## src/hw/rtl/permenum_pkg.sv

```systemverilog
// Shared types, constants and helpers for the permutation enumerator.
`default_nettype none

package permenum_pkg;

    localparam int MAX_LEN     = 8;
    localparam int STORE_DEPTH = 8;
    localparam int VAL_W       = 3;
    localparam int CNT_W       = 4;
    localparam int LEN_W       = 4;
    localparam int LVL_W       = $clog2(MAX_LEN + 1);

    typedef logic [VAL_W-1:0] val_t;
    typedef logic [CNT_W-1:0] cnt_t;
    typedef logic [LEN_W-1:0] len_t;
    typedef logic [LVL_W-1:0] lvl_t;

    localparam logic FUNC_LOAD = 1'b0;
    localparam logic FUNC_STEP = 1'b1;

    typedef struct packed {
        logic rd_en;
        val_t rd_a;
        val_t rd_b;
        logic map_we;
        val_t map_waddr;
        val_t map_wdata;
        logic inv_we;
        val_t inv_waddr;
        val_t inv_wdata;
    } store_cmd_t;

    typedef struct packed {
        val_t map_a;
        val_t map_b;
        val_t inv_a;
    } store_rsp_t;

    typedef struct packed {
        logic valid;
        val_t position;
        val_t value;
        val_t inverse;
        logic fresh;
        logic last;
    } emit_t;

    typedef enum logic [9:0] {
        S_IDLE   = 10'b0000000001,
        S_CHK    = 10'b0000000010,
        S_CHKEND = 10'b0000000100,
        S_ADV    = 10'b0000001000,
        S_ADVUPD = 10'b0000010000,
        S_SWRD   = 10'b0000100000,
        S_SWW1   = 10'b0001000000,
        S_SWW2   = 10'b0010000000,
        S_EMRD   = 10'b0100000000,
        S_EMIT   = 10'b1000000000
    } state_t;

    typedef enum logic [1:0] {
        RET_CHK    = 2'd0,
        RET_ADV2   = 2'd1,
        RET_ADVNXT = 2'd2
    } ret_t;

    function automatic lvl_t clamp_len(input len_t len);
        lvl_t res;
        if (len == '0)
            res = LVL_W'(1);
        else if (32'(len) > MAX_LEN)
            res = LVL_W'(MAX_LEN);
        else
            res = LVL_W'(len);
        return res;
    endfunction

endpackage

`default_nettype wire

```

## src/hw/rtl/permenum_store.sv

```systemverilog
// Map and inverse memories: one write port each, registered reads.
`default_nettype none

module permenum_store (
    input  logic                     clk,
    input  permenum_pkg::store_cmd_t cmd,
    output permenum_pkg::store_rsp_t rsp
);
    import permenum_pkg::*;

    val_t map_mem [STORE_DEPTH];
    val_t inv_mem [STORE_DEPTH];
    val_t map_a_reg;
    val_t map_b_reg;
    val_t inv_a_reg;

    always_ff @(posedge clk)
    begin
        if (cmd.map_we)
        begin
            map_mem[cmd.map_waddr] <= cmd.map_wdata;
        end
        if (cmd.inv_we)
        begin
            inv_mem[cmd.inv_waddr] <= cmd.inv_wdata;
        end
        if (cmd.rd_en)
        begin
            map_a_reg <= map_mem[cmd.rd_a];
            map_b_reg <= map_mem[cmd.rd_b];
            inv_a_reg <= inv_mem[cmd.rd_a];
        end
    end

    assign rsp.map_a = map_a_reg;
    assign rsp.map_b = map_b_reg;
    assign rsp.inv_a = inv_a_reg;

endmodule

`default_nettype wire

```

## src/hw/rtl/permenum_seq.sv

```systemverilog
// Sequencer: level walk, shared swap unit and result readout.
`default_nettype none

module permenum_seq (
    input  logic                     clk,
    input  logic                     rst_n,
    input  logic                     start,
    input  logic                     func,
    input  permenum_pkg::val_t       position,
    input  permenum_pkg::val_t       entry_value,
    input  permenum_pkg::lvl_t       len,
    input  logic                     out_free,
    output logic                     idle,
    output permenum_pkg::emit_t      emit,
    output permenum_pkg::store_cmd_t cmd,
    input  permenum_pkg::store_rsp_t rsp
);
    import permenum_pkg::*;

    state_t state_reg, state_next;
    ret_t   ret_reg, ret_next;
    lvl_t   lvl_reg, lvl_next;
    lvl_t   tgt_reg, tgt_next;
    lvl_t   adv_reg, adv_next;
    lvl_t   len_reg, len_next;
    logic   top_reg, top_next;
    logic   res_reg, res_next;
    logic   fresh_reg, fresh_next;
    val_t   emit_idx_reg, emit_idx_next;
    cnt_t   ins_reg [MAX_LEN+1];
    cnt_t   ins_next [MAX_LEN+1];
    logic   done_reg [MAX_LEN+1];
    logic   done_next [MAX_LEN+1];
    cnt_t   swap_a_reg, swap_a_next;
    cnt_t   swap_b_reg, swap_b_next;
    cnt_t   hold_reg, hold_next;

    always_comb
    begin
        cnt_t ins_cur;
        logic chk_res;
        logic chk_end;
        logic rtn;

        ins_cur       = '0;
        chk_res       = res_reg;
        chk_end       = 1'b0;
        rtn           = 1'b0;
        state_next    = state_reg;
        ret_next      = ret_reg;
        lvl_next      = lvl_reg;
        tgt_next      = tgt_reg;
        adv_next      = adv_reg;
        len_next      = len_reg;
        top_next      = top_reg;
        res_next      = res_reg;
        fresh_next    = fresh_reg;
        emit_idx_next = emit_idx_reg;
        swap_a_next   = swap_a_reg;
        swap_b_next   = swap_b_reg;
        hold_next     = hold_reg;
        ins_next      = ins_reg;
        done_next     = done_reg;
        cmd           = '0;
        emit          = '0;

        unique case (state_reg)
            S_IDLE:
            begin
                if (start)
                begin
                    if (func == FUNC_LOAD)
                    begin
                        cmd.map_we    = 1'b1;
                        cmd.map_waddr = position;
                        cmd.map_wdata = entry_value;
                        cmd.inv_we    = 1'b1;
                        cmd.inv_waddr = entry_value;
                        cmd.inv_wdata = position;
                        for (int j = 0; j <= MAX_LEN; j++)
                        begin
                            ins_next[j]  = '0;
                            done_next[j] = 1'b0;
                        end
                    end
                    else
                    begin
                        len_next   = len;
                        lvl_next   = '0;
                        tgt_next   = len;
                        top_next   = 1'b1;
                        state_next = S_CHK;
                    end
                end
            end
            S_CHK:
            begin
                if (lvl_reg == '0)
                begin
                    chk_res = !done_reg[0];
                end
                else
                begin
                    ins_cur = ins_reg[lvl_reg];
                    chk_res = res_reg || (ins_cur != CNT_W'(lvl_reg - 1'b1));
                end
                res_next = chk_res;
                if (lvl_reg != '0 && !chk_res && !done_reg[lvl_reg] && ins_cur != '0)
                begin
                    // restoring swap of this level
                    done_next[lvl_reg] = 1'b1;
                    swap_a_next        = ins_cur;
                    swap_b_next        = ins_cur - 1'b1;
                    ret_next           = RET_CHK;
                    state_next         = S_SWRD;
                end
                else
                begin
                    chk_end = 1'b1;
                end
            end
            S_CHKEND:
            begin
                chk_end = 1'b1;
            end
            S_ADV:
            begin
                if (adv_reg == '0)
                begin
                    done_next[0]  = 1'b1;
                    emit_idx_next = '0;
                    state_next    = S_EMRD;
                end
                else
                begin
                    lvl_next   = '0;
                    tgt_next   = adv_reg - 1'b1;
                    top_next   = 1'b0;
                    state_next = S_CHK;
                end
            end
            S_ADVUPD:
            begin
                ins_cur           = ins_reg[adv_reg];
                hold_next         = ins_cur;
                ins_next[adv_reg] = ins_cur + 1'b1;
                for (int j = 0; j <= MAX_LEN; j++)
                begin
                    if (LVL_W'(j) < adv_reg)
                    begin
                        ins_next[j]  = '0;
                        done_next[j] = 1'b0;
                    end
                end
                swap_a_next = CNT_W'(adv_reg - 1'b1);
                if (ins_cur != '0)
                begin
                    swap_b_next = ins_cur - 1'b1;
                    ret_next    = RET_ADV2;
                end
                else
                begin
                    swap_b_next = ins_cur;
                    ret_next    = RET_ADVNXT;
                end
                state_next = S_SWRD;
            end
            S_SWRD:
            begin
                if (swap_a_reg >= CNT_W'(STORE_DEPTH) || swap_b_reg >= CNT_W'(STORE_DEPTH))
                begin
                    rtn = 1'b1;
                end
                else
                begin
                    cmd.rd_en  = 1'b1;
                    cmd.rd_a   = swap_a_reg[VAL_W-1:0];
                    cmd.rd_b   = swap_b_reg[VAL_W-1:0];
                    state_next = S_SWW1;
                end
            end
            S_SWW1:
            begin
                cmd.map_we    = 1'b1;
                cmd.map_waddr = swap_b_reg[VAL_W-1:0];
                cmd.map_wdata = rsp.map_a;
                cmd.inv_we    = 1'b1;
                cmd.inv_waddr = rsp.map_a;
                cmd.inv_wdata = swap_b_reg[VAL_W-1:0];
                state_next    = S_SWW2;
            end
            S_SWW2:
            begin
                cmd.map_we    = 1'b1;
                cmd.map_waddr = swap_a_reg[VAL_W-1:0];
                cmd.map_wdata = rsp.map_b;
                cmd.inv_we    = 1'b1;
                cmd.inv_waddr = rsp.map_b;
                cmd.inv_wdata = swap_a_reg[VAL_W-1:0];
                rtn           = 1'b1;
            end
            S_EMRD:
            begin
                cmd.rd_en  = 1'b1;
                cmd.rd_a   = emit_idx_reg;
                cmd.rd_b   = emit_idx_reg;
                state_next = S_EMIT;
            end
            S_EMIT:
            begin
                if (out_free)
                begin
                    emit.valid    = 1'b1;
                    emit.position = emit_idx_reg;
                    emit.value    = rsp.map_a;
                    emit.inverse  = rsp.inv_a;
                    emit.fresh    = fresh_reg;
                    emit.last     = (LVL_W'(emit_idx_reg) + LVL_W'(1)) == len_reg;
                    if (emit.last)
                    begin
                        state_next = S_IDLE;
                    end
                    else
                    begin
                        emit_idx_next = emit_idx_reg + 1'b1;
                        state_next    = S_EMRD;
                    end
                end
            end
            default:
            begin
                state_next = S_IDLE;
            end
        endcase

        if (chk_end)
        begin
            if (lvl_reg == tgt_reg)
            begin
                if (top_reg)
                begin
                    fresh_next = chk_res;
                    if (chk_res)
                    begin
                        adv_next   = len_reg;
                        state_next = S_ADV;
                    end
                    else
                    begin
                        emit_idx_next = '0;
                        state_next    = S_EMRD;
                    end
                end
                else if (chk_res)
                begin
                    adv_next   = adv_reg - 1'b1;
                    state_next = S_ADV;
                end
                else
                begin
                    state_next = S_ADVUPD;
                end
            end
            else
            begin
                lvl_next   = lvl_reg + 1'b1;
                state_next = S_CHK;
            end
        end

        if (rtn)
        begin
            unique case (ret_reg)
                RET_CHK:
                begin
                    state_next = S_CHKEND;
                end
                RET_ADV2:
                begin
                    // second swap of the insertion move
                    swap_b_next = hold_reg;
                    ret_next    = RET_ADVNXT;
                    state_next  = S_SWRD;
                end
                RET_ADVNXT:
                begin
                    adv_next   = adv_reg - 1'b1;
                    state_next = S_ADV;
                end
                default:
                begin
                    state_next = S_IDLE;
                end
            endcase
        end
    end

    always_ff @(posedge clk or negedge rst_n)
    begin
        if (!rst_n)
        begin
            state_reg    <= S_IDLE;
            ret_reg      <= RET_CHK;
            lvl_reg      <= '0;
            tgt_reg      <= '0;
            adv_reg      <= '0;
            len_reg      <= '0;
            top_reg      <= 1'b0;
            res_reg      <= 1'b0;
            fresh_reg    <= 1'b0;
            emit_idx_reg <= '0;
            for (int j = 0; j <= MAX_LEN; j++)
            begin
                ins_reg[j]  <= '0;
                done_reg[j] <= 1'b0;
            end
        end
        else
        begin
            state_reg    <= state_next;
            ret_reg      <= ret_next;
            lvl_reg      <= lvl_next;
            tgt_reg      <= tgt_next;
            adv_reg      <= adv_next;
            len_reg      <= len_next;
            top_reg      <= top_next;
            res_reg      <= res_next;
            fresh_reg    <= fresh_next;
            emit_idx_reg <= emit_idx_next;
            ins_reg      <= ins_next;
            done_reg     <= done_next;
        end
    end

    always_ff @(posedge clk)
    begin
        swap_a_reg <= swap_a_next;
        swap_b_reg <= swap_b_next;
        hold_reg   <= hold_next;
    end

    assign idle = (state_reg == S_IDLE);

endmodule

`default_nettype wire

```

## src/hw/rtl/permutation_enumerator_top.sv

```systemverilog
// Top level of the permutation enumerator.
//
//  channel | signals                                         | dir
//  --------+-------------------------------------------------+-----
//  in      | in_valid, in_ready, func, position, entry_value | in
//  out     | out_valid, out_ready, out_position, out_value,  | out
//          | out_inverse, fresh_permutation, last            |
//  cfg     | cfg_wr_en, cfg_wr_data (length_in_use)          | in
//
// A load is written straight into the memories. An advancing step is accepted,
// checks the levels, walks the advance, then reads and emits each result beat;
// a step that finds the enumeration done skips the walk. Each swap passes through
// a read state and two write states; each restoring swap or insertion update one more.
// Reset clears levels and control; map and inverse memories are not reset.
// A stalled out beat holds; the sequencer waits for the output register.
`default_nettype none

module permutation_enumerator_top (
    input  wire                       clk,
    input  wire                       rst_n,
    input  wire                       in_valid,
    output logic                      in_ready,
    input  wire                       func,
    input  wire  [2:0]                position,
    input  wire  [2:0]                entry_value,
    input  wire                       cfg_wr_en,
    input  wire  [3:0]                cfg_wr_data,
    output logic                      out_valid,
    input  wire                       out_ready,
    output logic [2:0]                out_position,
    output logic [2:0]                out_value,
    output logic [2:0]                out_inverse,
    output logic                      fresh_permutation,
    output logic                      last
);
    import permenum_pkg::*;

    len_t       length_in_use_reg;
    logic       out_valid_reg;
    val_t       out_position_reg;
    val_t       out_value_reg;
    val_t       out_inverse_reg;
    logic       fresh_reg;
    logic       last_reg;
    logic       seq_idle;
    logic       start;
    logic       out_free;
    emit_t      emit;
    store_cmd_t cmd;
    store_rsp_t rsp;

    always_ff @(posedge clk or negedge rst_n)
    begin
        if (!rst_n)
        begin
            length_in_use_reg <= LEN_W'(8);
        end
        else if (cfg_wr_en)
        begin
            length_in_use_reg <= cfg_wr_data;
        end
    end

    assign in_ready = seq_idle;
    assign start    = in_valid && seq_idle;
    assign out_free = !out_valid_reg || out_ready;

    permenum_seq u_seq (
        .clk         (clk),
        .rst_n       (rst_n),
        .start       (start),
        .func        (func),
        .position    (position),
        .entry_value (entry_value),
        .len         (clamp_len(length_in_use_reg)),
        .out_free    (out_free),
        .idle        (seq_idle),
        .emit        (emit),
        .cmd         (cmd),
        .rsp         (rsp)
    );

    permenum_store u_store (
        .clk (clk),
        .cmd (cmd),
        .rsp (rsp)
    );

    // output register
    always_ff @(posedge clk or negedge rst_n)
    begin
        if (!rst_n)
        begin
            out_valid_reg <= 1'b0;
        end
        else if (emit.valid)
        begin
            out_valid_reg <= 1'b1;
        end
        else if (out_ready)
        begin
            out_valid_reg <= 1'b0;
        end
    end

    always_ff @(posedge clk)
    begin
        if (emit.valid)
        begin
            out_position_reg <= emit.position;
            out_value_reg    <= emit.value;
            out_inverse_reg  <= emit.inverse;
            fresh_reg        <= emit.fresh;
            last_reg         <= emit.last;
        end
    end

    assign out_valid         = out_valid_reg;
    assign out_position      = out_position_reg;
    assign out_value         = out_value_reg;
    assign out_inverse       = out_inverse_reg;
    assign fresh_permutation = fresh_reg;
    assign last              = last_reg;

endmodule

`default_nettype wire

```

## config.mk

```make
export PLATFORM = sky130hd
export DESIGN_NAME = permutation_enumerator_top
export DESIGN_NICKNAME = d
export VERILOG_FILES = /design/src/hw/rtl/permenum_pkg.sv /design/src/hw/rtl/permenum_store.sv /design/src/hw/rtl/permenum_seq.sv /design/src/hw/rtl/permutation_enumerator_top.sv
export SDC_FILE = /design/constraint.sdc
export NUM_CORES = 1
export LEC_CHECK = 0
export ABC_AREA = 0
export BUFFER_PORTS_ARGS = -buffer_cell sky130_fd_sc_hd__buf_2
export CAP_MARGIN = 10
export CORE_MARGIN = 4
export CORE_UTILIZATION = 35
export CTS_CLUSTER_DIAMETER = 200
export CTS_CLUSTER_SIZE = 24
export DETAILED_ROUTE_END_ITERATION = 6
export SLEW_MARGIN = 10
export SYNTH_ARGS = -nofsm -noshare
export SYNTH_HDL_FRONTEND = slang
export SYNTH_SLANG_ARGS = --single-unit
```

## constraint.sdc

```tcl
create_clock -name clk -period 2.92 [get_ports clk]
set_input_delay 0.584 -clock clk [delete_from_list [all_inputs] [get_ports clk]]
set_output_delay 0.584 -clock clk [all_outputs]
set_load 0.01 [all_outputs]
```

---- Word-level counts from Yosys, hierarchy flattened ----
Memories as Yosys holds them, arrays and structs flattened. A register that Yosys moved wholly into a read port is not among the register bits.
Index checks and enable logic that the tools add are counted.
cells by class
  add/sub/neg operators ................... 8
  $lt $le $gt $ge ......................... 16
  eq/ne operators ......................... 36
  muxes and demuxes ....................... 121
  bitwise gates (word level) .............. 3
  reductions and logical operators ........ 43
operators by type and width
  cell                   count
  $mux W4                38
  $mux W10               9
  $pmux W10 S9           1
  $mux W36               2
  $pmux W36 S2           1
  $mux W9                6
  $pmux W14 S3           1
  $reduce_and A5 Y1      8
  $bwmux W36             1
  $bmux W4 S4            2
  $pmux W4 S2            4
  $mux W14               2
  $mux W1                27
  $mux W12               2
  $ne A2 B1 Y1 const B   12
  $pmux W8 S3            1
  $mux W3                7
  $pmux W6 S3            1
  $demux W4 S4           1
  $lt A3 B4 Y1 const A   4
  $reduce_bool A4 Y1     4
  $sub A4 B1 Y4 const B  4
  $pmux W7 S2            1
  $logic_not A4 Y1       3
  other kinds (51)       85
storage, ports and cells
  register bits after elaboration ......... 107
  bits in writable memories ............... 48
  input port bits ......................... 16
  word-level logic and storage cells ...... 267
  memories kept ........................... 2
memories
  memory           words  width  read ports  clocked after Yosys merged registers in  write ports  RTL line              text
  u_store.inv_mem  8      3      1           1                                        1            permenum_store.sv:12  val_t inv_mem [STORE_DEPTH];
  u_store.map_mem  8      3      2           2                                        1            permenum_store.sv:11  val_t map_mem [STORE_DEPTH];

---- Logic depth before layout (Yosys ltp) ----
  depth in word-level cells ............... 17
  gate-level depth with buffers ........... 13

---- By module ----
From an unflattened synthesis, not the netlist that was laid out.
unflattened totals
  cell total of the unflattened synthesis .. 758
  area, all modules ....................... 8745.9 sq um
modules (own cells, without submodules)
  module                      times used  cells an instance  area each (sq um)
  permenum_seq                1           616                5790.6
  permenum_store              1           114                2404.8
  permutation_enumerator_top  1           28                 550.5

---- Worst setup path after synthesis ----
Ideal clock, no wire load.
  path kind ............................... flip-flop to flip-flop
  start point ............................. register u_seq.lvl_reg[1]
  end point ............................... register u_seq.swap_a_reg[0] (enable)
  data arrival time ....................... 2621 ps
  data required time ...................... 2616 ps
  slack ................................... -5 ps
  stages on the path, launching flop included .. 12
  buffers on the path ..................... 3
  period minus slack after synthesis ...... 2925 ps
  cells stage by stage .................... dfrtp_1 -> buf_4 -> buf_4 -> inv_1 -> ha_1 -> xor2_1 -> a31o_1 -> a2111oi_4 -> a31oi_4 -> or2_2 -> clkbuf_1 -> inv_1
on the way
  word-level cells in the longest chain between the ends .. 14
RTL lines
  what                                        RTL line                                  text
  start: declaration                          permenum_seq.sv:22                        lvl_t lvl_reg, lvl_next;
  start signal: assignment                    permenum_seq.sv:322                       lvl_reg <= lvl_next;
  $not A4 Y5 (not written as such)            permenum_seq.sv:104, permenum_seq.sv:108
  $bmux W4 S4                                 permenum_seq.sv:104                       ins_cur = ins_reg[lvl_reg];
  $mux W4 (not written as such) (2 in a row)  permenum_seq.sv:104
  $ne A4 B4 Y1                                permenum_seq.sv:105                       chk_res = res_reg || (ins_cur != CNT_W'(lvl_reg - 1'b1));
  $logic_or A1 B1 Y1                          permenum_seq.sv:105
  $mux W1                                     permenum_seq.sv:98                        if (lvl_reg == '0)
  $mux W1                                     permenum_seq.sv:67                        unique case (state_reg)
  $logic_not A1 Y1                            permenum_seq.sv:108                       if (lvl_reg != '0 && !chk_res && !done_reg[lvl_reg] && ins_cur != '0)
  $logic_and A1 B1 Y1 (2 in a row)            permenum_seq.sv:108
  $logic_and A1 B1 Y1 *                       permenum_seq.sv:108
  $ne A2 B1 Y1 (no source line) *             -
  $reduce_and A2 Y1 (no source line) *        -
  end signal: assignment                      permenum_seq.sv:337                       swap_a_reg <= swap_a_next;
  end: declaration                            permenum_seq.sv:34                        cnt_t swap_a_reg, swap_a_next;
Mark *: on every way between the ends. The rest lies on a longest branch, timed or not. The select of a mux whose other input is x is not followed.
A chain may end at the register's enable or synchronous reset.

---- Final worst setup path ----
  start point ............................. register u_seq.lvl_reg[3]
  end point ............................... register u_seq.fresh_reg
on the way
  word-level cells in the longest chain between the ends .. 15
RTL lines
  what                                        RTL line                                  text
  $not A4 Y5 (not written as such)            permenum_seq.sv:104, permenum_seq.sv:108
  $bmux W4 S4                                 permenum_seq.sv:104
  $mux W4 (not written as such) (2 in a row)  permenum_seq.sv:104
  $ne A4 B4 Y1                                permenum_seq.sv:105
  $logic_or A1 B1 Y1                          permenum_seq.sv:105
  $mux W1                                     permenum_seq.sv:98
  $mux W1                                     permenum_seq.sv:67
  $logic_not A1 Y1                            permenum_seq.sv:108
  $logic_and A1 B1 Y1 (3 in a row)            permenum_seq.sv:108
  $mux W1                                     permenum_seq.sv:108
  $pmux W1 S2                                 permenum_seq.sv:67
  $reduce_and A3 Y1 (no source line)          -
  end signal: assignment                      permenum_seq.sv:328                       fresh_reg <= fresh_next;
  end: declaration                            permenum_seq.sv:28                        logic fresh_reg, fresh_next;
Several ways; a longest one is shown, not always the timed one. The select of a mux whose other input is x is not followed.

==> results.py <==
metrics = {
    "pwr": {
        "leakage_nw": 4.59,
        "power_mw": 7.82,
        "max-vdd-ir-drop_uv": 341,
        "powerDensity_nw_per_um2": 725,
    },
    "place": {
        "dp_hpwl_um": 17600,
        "pre_cts_ws_ns": -0.122,
        "portBuffers": 28,
        "gp_congestion": 0.864,
    },
    "die": {
        "die_w_um": 166,
        "ioPinCount": 29,
        "core_area_um2": 24500,
        "die_h_um": 166,
        "die_area_um2": 27700,
        "core.rowCount": 57,
        "start_util": 0.359,
    },
    "setup_path": {
        "crit_fanout": 12,
        "endpoint_kind": "flop",
        "worst_ep_arrival_time_ns": 3.26,
        "worstSetupPathType": "reg -> reg",
        "slowest_stage": "dfrtp_2",
        "required_ns": 3.25,
        "critical_path.cell_chain": "nor4b_4 -> buf_4 -> buf_4 -> a32oi_4 -> nand3_2 -> nand2_1 -> ha_1 -> a31oi_4 -> a31oi_4 -> buf_4 -> buf_4 -> nor2_4 -> nor2_1 -> mux2_2",
        "reg2reg_slack_ns": -0.01,
        "crit_top_cell": "buf_4",
        "start_kind": "flop",
        "cp_slowest_stage_delay_ns": 0.52,
    },
    "clocking": {
        "h-tree-depth": 4,
        "clk_path_buf_depth": 2,
        "cts_tree": "yes",
        "holdBufCountCts": 0,
        "path_clk_slew_ns": 0.08,
        "insertion_delay_ns": 0.45,
        "clock-root-buffer": "clkbuf_16",
        "cts_made_buffers": 17,
        "cts.sink_count": 164,
    },
    "global_route": {
        "antenna_found_initial": 0,
        "grt_pass1_vias": 6830,
        "grt_start_max_net_pins": 35,
        "grt_pass1_wl_um": 38400,
        "grt_overflow_total": 0,
        "grt_usage": 0.173,
    },
    "synthesis": {
        "synth_edf_count": 76,
        "async_flop_share": 0.512,
        "syn_nets": 872,
        "syn_area_per_cell_um2": 10.4,
        "synth_top_flop_cell": "dfrtp_1",
        "ys_ff_latch": 164,
        "synth_area_leaders": "edfxtp_1, dfrtp_1, nand2_1",
        "syn_inst": 841,
        "synth-seq-area-share": 0.509,
        "yosys.area.top_type": "edfxtp_1",
        "ys_types": 77,
        "syn_area_um2": 8770,
        "synth_top_area_frac": 0.260,
        "yosysWarnings": 0,
    },
    "timing": {
        "fmax_mhz": 341,
        "setup-tns-final_ns": -0.0115,
        "final_hold_viol_count": 0,
        "timing.final.ws_setup_ns": -0.0115,
        "setup_viol": 1,
        "tightestPinTransition_ns": 1.11,
        "min_period_ns": 2.93,
        "fin_skew_ns": 0.0172,
        "drv_slew": 0,
        "post-route-period-util": 1.00,
        "slew_headroom": 0.263,
        "hold-worst-slack_ns": 0.0919,
        "rsz0062_at_grt": "yes",
    },
    "outcome": {
        "violations": "negative setup slack",
        "status": "finished with violations",
    },
    "layout": {
        "layout.cells.most_common_list": "nand2_1, buf_4, dfrtp_1",
        "post-route-util": 0.441,
        "insertedDiodeCount": 0,
        "syn2layout_area_growth_pct": 22.8,
        "largest_reg_flops": 36,
        "mostFrequentLayoutCell": "nand2_1",
        "final.fill_count": 2250,
        "drive_above_1_share": 0.261,
        "nets": 985,
    },
    "flow_run": {
        "maxCapViolCount": 0,
    },
    "routing": {
        "via_per_inst": 5.48,
        "dr.pass1.iters": 5,
        "vias": 7070,
        "wl_per_cell_um": 18.8,
        "detail_route.drc_violations": 0,
        "routed_wl_um": 24200,
        "drt-initial-drc-count": 663,
        "ant_nets": 0,
    },
    "hold_path": {
        "hold_class": "in -> async",
    },
}
[layout make-up]
class / count / area (um^2) / share of cell area
tap: 324 / 405 / 0.0376
inverter: 26 / 97.6 / 0.00906
sequential: 164 / 4470 / 0.415
clock inverter: 15 / 191 / 0.0178
clock buffer: 17 / 425 / 0.0395
multi-input combinational: 613 / 4230 / 0.392
timing repair buffer: 132 / 960 / 0.0890
[path summary, 6_finish.rpt]
check | start | end | cells after the start
setup / recovery | u_seq.lvl_reg[3]$_DFF_PN0_ | u_seq.fresh_reg$_DFFE_PN0P_ | 14
hold / removal | rst_n | u_seq.ins_reg[8]$_DFFE_PN0P_ | 1
setup reg to reg | u_seq.lvl_reg[3]$_DFF_PN0_ | u_seq.fresh_reg$_DFFE_PN0P_ | 14
hold reg to reg | u_seq.hold_reg[1]$_DFFE_PP_ | u_seq.swap_b_reg[1]$_DFF_P_ | 1
max in group asynchronous | rst_n | length_in_use_reg[3]$_DFFE_PN1P_ | 2
min in group clk | out_ready | out_valid$_DFFE_PN0P_ | 2
[cell families after synthesis]
family / count (synthesis) / synth area share
AO/OA/AOI/OAI: 185 / 0.153
flip-flops: 164 / 0.509
adder cells (fa/ha/maj): 15 / 0.0214
multiplexers: 49 / 0.0746
AND/OR/NAND/NOR: 346 / 0.193
buffers and inverters: 64 / 0.0309
XOR/XNOR: 18 / 0.0180
[cells in the mapped netlist (all sizes together), types with 9 or more instances]
cell,count
a211oi,11
a21oi,21
a22oi,15
a31oi,9
a32o,14
and2,20
buf,15
clkbuf,23
dfrtp,82
edfxtp,76
ha,15
inv,26
mux2,18
mux2i,20
mux4,11
nand2,141
nand3,28
nor2,61
nor2b,14
nor3,20
nor3b,10
o21ai,58
xor2,12
[timing repair]
action,in CTS,in global routing
resized for setup,7,44
endpoints found under the setup margin,22,89
pin swaps,10,16
setup buffers,5,8
[routing by layer]
layer	GRT usage	routed length (um)
met1	0.255	11400
met2	0.259	10800
met3	0.0309	1380
met4	0.0569	608
met5	0	0
[metrics by stage]
| stage | instance area [um^2] | cells |
|---|---|---|
| floorplan | 8770 | 841 |
| global placement | 9860 | 1246 |
| detailed placement | 9860 | 1246 |
| CTS | 10500 | 1283 |
| global route | 10800 | 1291 |
| finish | 10800 | 1291 |
[critical path: cells and delay by family (launching register included)]
kind | cells | cell delay, ns
adder cells (fa/ha/maj) | 1 | 0.20
AND/OR/NAND/NOR | 5 | 0.59
multiplexers | 1 | 0.34
buffers and inverters | 4 | 0.54
flip-flops | 1 | 0.52
AO/OA/AOI/OAI | 3 | 0.61
[power breakdown]
| part | total [mW] | internal [mW] | switching, mW |
|---|---|---|---|
| registers | 2.94 | 2.68 | 0.264 |
| logic | 2.56 | 1.09 | 1.48 |
| clock network | 2.31 | 1.18 | 1.14 |
Note: power is estimated with default switching activity, not from simulation.
